## src/design/int32_power_by_squaring_assert.svh

```systemverilog
// ----------------------------------------------------------------------------
// int32_power_by_squaring assertion macros
// Concurrent assertion wrappers on clk_i / rst_ni; empty under SYNTHESIS.
// ----------------------------------------------------------------------------
`ifndef INT32_POWER_BY_SQUARING_ASSERT_SVH
`define INT32_POWER_BY_SQUARING_ASSERT_SVH

`ifndef SYNTHESIS

// implication or plain property, checked on every clock out of reset
`define IPBS_ASSERT(lbl, prop) \
  lbl: assert property (@(posedge clk_i) disable iff (!rst_ni) (prop)) \
    else $error("ipbs assertion failed");

// condition that must never be seen
`define IPBS_ASSERT_NEVER(lbl, expr) \
  lbl: assert property (@(posedge clk_i) disable iff (!rst_ni) !(expr)) \
    else $error("ipbs forbidden condition seen");

`else

`define IPBS_ASSERT(lbl, prop)
`define IPBS_ASSERT_NEVER(lbl, expr)

`endif

`endif

```

## src/design/ipbs_pkg.sv

```systemverilog
// ----------------------------------------------------------------------------
// ipbs_pkg
// Shared types for the power-by-squaring cell chain.
// ----------------------------------------------------------------------------
package ipbs_pkg;

  // per-stage control carried along the chain with each item
  typedef struct packed {
    logic valid;
    logic done;  // no more exponent bits to process
    logic ovf;   // signed overflow or negative exponent seen
  } ipbs_ctrl_t;

endpackage

```

## src/design/ipbs_cell.sv

```systemverilog
// ----------------------------------------------------------------------------
// ipbs_cell
// One square-and-multiply step for one exponent bit, registered.
// ----------------------------------------------------------------------------
module ipbs_cell #(
  parameter int DATA_WIDTH = 32
) (
  input  logic                   clk_i,
  input  logic                   rst_ni,
  input  logic                   en_i,
  input  ipbs_pkg::ipbs_ctrl_t   ctrl_i,
  input  logic [DATA_WIDTH-1:0]  acc_mag_i,
  input  logic                   acc_neg_i,
  input  logic [DATA_WIDTH-1:0]  x_mag_i,
  input  logic                   x_neg_i,
  input  logic [DATA_WIDTH-1:0]  exp_i,
  output ipbs_pkg::ipbs_ctrl_t   ctrl_o,
  output logic [DATA_WIDTH-1:0]  acc_mag_o,
  output logic                   acc_neg_o,
  output logic [DATA_WIDTH-1:0]  x_mag_o,
  output logic                   x_neg_o,
  output logic [DATA_WIDTH-1:0]  exp_o
);
  import ipbs_pkg::*;

  localparam int W = DATA_WIDTH;
  localparam logic [2*W-1:0] PosLimit = {{(W+1){1'b0}}, {(W-1){1'b1}}};
  localparam logic [2*W-1:0] NegLimit = {{W{1'b0}}, 1'b1, {(W-1){1'b0}}};

  logic [2*W-1:0] prod_a;
  logic [2*W-1:0] prod_s;
  logic           neg_a;
  logic           ovf_a;
  logic           ovf_s;
  logic [W-1:0]   exp_nx;

  ipbs_ctrl_t     ctrl_d,    ctrl_q;
  logic [W-1:0]   acc_mag_d, acc_mag_q;
  logic           acc_neg_d, acc_neg_q;
  logic [W-1:0]   x_mag_d,   x_mag_q;
  logic           x_neg_d,   x_neg_q;

  // magnitudes are unsigned; a negative product may reach 2^(W-1)
  assign prod_a = {{W{1'b0}}, acc_mag_i} * {{W{1'b0}}, x_mag_i};
  assign prod_s = {{W{1'b0}}, x_mag_i} * {{W{1'b0}}, x_mag_i};
  assign neg_a  = acc_neg_i ^ x_neg_i;
  assign ovf_a  = prod_a > (neg_a ? NegLimit : PosLimit);
  assign ovf_s  = prod_s > PosLimit;
  assign exp_nx = exp_i >> 1;

  always_comb begin
    ctrl_d    = ctrl_i;
    acc_mag_d = acc_mag_i;
    acc_neg_d = acc_neg_i;
    x_mag_d   = x_mag_i;
    x_neg_d   = x_neg_i;
    if (ctrl_i.valid && !ctrl_i.done) begin
      if (exp_i[0] && ovf_a) begin
        ctrl_d.ovf  = 1'b1;
        ctrl_d.done = 1'b1;
      end else begin
        if (exp_i[0]) begin
          acc_mag_d = prod_a[W-1:0];
          acc_neg_d = neg_a && (prod_a != '0);
        end
        if (exp_nx == '0) begin
          ctrl_d.done = 1'b1;
        end else if (ovf_s) begin
          ctrl_d.ovf  = 1'b1;
          ctrl_d.done = 1'b1;
        end else begin
          x_mag_d = prod_s[W-1:0];
          x_neg_d = 1'b0;
        end
      end
    end
  end

  always_ff @(posedge clk_i or negedge rst_ni) begin
    if (!rst_ni) begin
      ctrl_q <= '0;
    end else if (en_i) begin
      ctrl_q <= ctrl_d;
    end
  end

  always_ff @(posedge clk_i) begin
    if (en_i) begin
      acc_mag_q <= acc_mag_d;
      acc_neg_q <= acc_neg_d;
      x_mag_q   <= x_mag_d;
      x_neg_q   <= x_neg_d;
      exp_o     <= exp_nx;
    end
  end

  assign ctrl_o    = ctrl_q;
  assign acc_mag_o = acc_mag_q;
  assign acc_neg_o = acc_neg_q;
  assign x_mag_o   = x_mag_q;
  assign x_neg_o   = x_neg_q;

endmodule

```

## config.mk

```make
export PLATFORM = sky130hd
export DESIGN_NAME = ipbs_cell
export DESIGN_NICKNAME = d
export VERILOG_FILES = /design/src/design/int32_power_by_squaring_assert.svh /design/src/design/ipbs_pkg.sv /design/src/design/ipbs_cell.sv
export SDC_FILE = /design/constraint.sdc
export NUM_CORES = 2
export LEC_CHECK = 0
export ABC_AREA = 1
export BUFFER_PORTS_ARGS = -buffer_cell sky130_fd_sc_hd__buf_4
export CORE_MARGIN = 2
export CORE_UTILIZATION = 50
export DETAILED_ROUTE_END_ITERATION = 6
export PLACE_DENSITY = 0.66
export RECOVER_POWER = 25
export SLEW_MARGIN = 10
export SYNTH_ARGS = -nofsm -noshare
export SYNTH_HDL_FRONTEND = slang
export SYNTH_SLANG_ARGS = --single-unit
```

## constraint.sdc

```tcl
create_clock -name clk_i -period 1.66 [get_ports clk_i]
set_input_delay 0.166 -clock clk_i [delete_from_list [all_inputs] [get_ports clk_i]]
set_output_delay 0.166 -clock clk_i [all_outputs]
set_load 0.01 [all_outputs]
```

==> run summary <==
SYNTH
-------------------------------------------------------------------------------------------------
Number of distinct library cell variants in the gate-level netlist after synthesis .           51
Fraction of synthesized cell area taken by the top area cell type ..................       46.98%
Number of nets produced by synthesis ...............................................       11.82k
Warnings from Yosys ................................................................            0
Number of standard cells after synthesis ...........................................         9447
Main area contributors after synthesis ............................................. fa_1 (47%), inv_1 (16%), nand2_1 (14%)
Syn_area_per_cell ..................................................................  7.655 sq um
Number of flip-flops and latches in the synthesized netlist ........................          100
Top cell type by total area after synthesis ........................................         fa_1
Netlist Area Pre-Place ............................................................. 0.07232 sq mm
Fraction of the yosys area taken by sequential cells ...............................       4.132%

WORST SETUP PATH
-------------------------------------------------------------------------------------------------
Buffers plus inverters on the worst setup path .....................................           15
CP max stage delay .................................................................      0.61 ns
Worst path slowest cell ............................................................         fa_2
Startpoint of the lowest-slack register-to-register path ...........................    ctrl_o[1]
Crit Path Class ....................................................................    in -> reg
Critical path launch point type ....................................................   input port
Data arrival time of the critical path .............................................      8.00 ns
Startpoint of the worst setup timing path .......................................... acc_mag_i[10]
Setup crit end kind ................................................................         flop
Cell type group with the largest total delay on the critical path ..................  adder cells
Maximum fanout count along the critical path .......................................            6
Data required time of the worst path ...............................................      1.87 ns
Dominant cell type by count on the critical path ...................................         fa_1

PLACE
-------------------------------------------------------------------------------------------------
Post-Place Cell Area ............................................................... 0.08433 sq mm
Number of port buffers .............................................................          203
Routability-driven placement congestion ratio ......................................       0.9791
HPWL Detailed ......................................................................     189.1 mm

TIMING
-------------------------------------------------------------------------------------------------
Slack of the critical path .........................................................    -6.133 ns
Worst-case clock skew ..............................................................         0 ns
Total count of hold-check failures in the final report .............................            0
Highest achievable clock rate ......................................................    128.3 MHz
Unrepaired setup endpoints after global routing ....................................         true
Max-slew violation count ...........................................................            0
Least-Margin Pin Slew ..............................................................     1.244 ns
Final critical path time including I/O delays and setup ............................     7.793 ns
Post-route clock period utilization ................................................       469.5%
Setup violators final ..............................................................           67
Hold_ws ............................................................................   0.06915 ns
Worst rel slew slack ...............................................................       17.09%

CLOCK NETWORK
-------------------------------------------------------------------------------------------------
Clock latency of the later-clocked register in the worst-skew pair .................      0.48 ns
Total clock buffers created by CTS .................................................            9
Root buffer cell ...................................................................    clkbuf_16
Clock slew at reported path FFs ....................................................      0.09 ns
Clk sink count .....................................................................          100
Clock Path Buffers .................................................................            2
CTS tree ...........................................................................         done
H-Tree Level Count .................................................................            3

CELLS AND AREA
-------------------------------------------------------------------------------------------------
Final nets .........................................................................       12.97k
Most common library cell in the layout ignoring fill and taps ......................        inv_1
Ratio of cells with drive above 1 in the final layout ..............................       18.73%
Area growth syn-to-layout ..........................................................       22.90%
Final standard cell area without fillers ........................................... 0.08887 sq mm
Final core utilization .............................................................       61.87%
Leading cell types in the layout, fill and taps excluded ........................... inv_1 (3052), nand2_1 (2588), fa_1 (1661)

GLOBAL ROUTING
-------------------------------------------------------------------------------------------------
Global-route wire length before repair .............................................     356.0 mm
Antenna violations before repair ...................................................            4
Overall Global Routing Usage .......................................................       31.11%
Via count of the first global-routing pass .........................................       65.71k
Pin count of the biggest net entering global routing ...............................           34
Grt ovf ............................................................................            0

DIE
-------------------------------------------------------------------------------------------------
Placeable core region .............................................................. 0.1437 sq mm
Die span in x ......................................................................     384.3 um
Die height .........................................................................     384.3 um
Ports placed on the boundary .......................................................          205
Area enclosed by the die boundary .................................................. 0.1477 sq mm
Starting Density ...................................................................       50.34%
Row count ..........................................................................          139

STATUS
-------------------------------------------------------------------------------------------------
Status ............................................................................. finished with violations
Violations in the final reports .................................................... DRC, setup timing

MIN PATH
-------------------------------------------------------------------------------------------------
Type of the most critical hold path ................................................    in -> reg
Hold path startpoint ............................................................... acc_mag_i[10]

ROUTE
-------------------------------------------------------------------------------------------------
Number of vias per cell after detailed routing .....................................        4.883
Detail Route Antenna Nets ..........................................................            0
Post-detailed-route wirelength per cell ............................................     17.79 um
Final wirelength ...................................................................     222.4 mm
TritonRoute pass-1 iters ...........................................................            7
Detailed-route DRC error count .....................................................            5
Iteration-0 DRC Markers ............................................................         4328
Vias ...............................................................................       61.04k

RUN
-------------------------------------------------------------------------------------------------
Max_cap viols ......................................................................            0

==> state kept, by name, summed over array words and instances (netlist names) <==
name / count
acc_mag_o: 32
x_mag_o: 32
exp_o: 31
ctrl_o: 3
acc_neg_o: 1
x_neg_o: 1
==> repair_timing <==
item	CTS	global route
setup buffers	93	24
endpoints found under the setup margin	67	67
hold buffers	37	0
pin swaps	71	115
endpoints found under the hold margin	38	0
cloned	19	8
gates resized for setup	390	284
==> synth_stat cells, drive strengths merged <==
cell type and count:
and3 4, ha 575, or3 1, nor3 27, xnor2 47, clkbuf 212
buf 154, nand4 42, o21a 4, o221ai 2, conb 1, or2 7
xor2 41, clkinv 2, nor4 15, nand3b 21, nand2 2782, a21o 7
a211oi 3, o21ai 57, and2 12, a31o 1, o21bai 17, fa 1697
a21oi 116, o211ai 3, dfrtp 3, a31oi 1, o31ai 1, o22ai 1
nand3 129, nor2 257, inv 3108, edfxtp 97
==> cells by family after synthesis <==
kind of cell | synth area share, %
buffers and inverters | 18.10
and+or+nand+nor | 18.10
adders and majority gates | 56.93
AOI/OAI and AO/OA | 1.666
DFF | 4.132
xor gates and xnor gates | 1.066
other | 0.005186
==> per-layer routing <==
metal / part of all wire (%) / GRT usage [%]
met2: 46 / 50.04
met1: 44 / 43.75
met3: 5.8 / 3.049
met4: 4.2 / 11.63
met5: 0 / 0
==> through the flow <==
stage	std cells	setup slack (ns)	setup TNS [ns]
final	12500	-6.133	-404.98
after global routing	12500	-6.374	-421.85
after CTS	12480	-5.946	-393.78
after detailed placement	12310	-6.764	-442.91
after global placement	12310	-6.703	-438.70
after floorplan	9447	-5.915	-389.41
==> final timing paths <==
kind	end	slack [ns]	cells after the start
hold reg to reg	ctrl_o[2]	0.54	2
setup / recovery	x_mag_o[24]	-6.13	42
min in group asynchronous	ctrl_o[0]	0.57	3
max in group asynchronous	ctrl_o[1]	0.94	3
setup reg to reg	ctrl_o[1]	0.95	2
hold / removal	acc_mag_o[10]	0.07	3
==> cell type report <==
| type | count | area, sq um |
|---|---|---|
| Timing Repair Buffer | 1497 | 13360 |
| Clock inverter | 6 | 55.05 |
| Antenna cell | 3 | 7.507 |
| Sequential cell | 100 | 2988 |
| Multi-Input combinational cell | 5871 | 58180 |
| Clock buffer | 10 | 229.0 |
| Inverter | 3110 | 11670 |
| Fill cell | 12690 | 54780 |
| Tap cell | 1903 | 2381 |
==> worst min-delay path: stages <==
cell and delay [ns]:
clkbuf_16 0.13, nand2_1 0.06, nand2_1 0.06
Power is left out: the tool's default activity adds up to more than one toggle a clock period on the data nets, which glitch-free logic cannot reach.
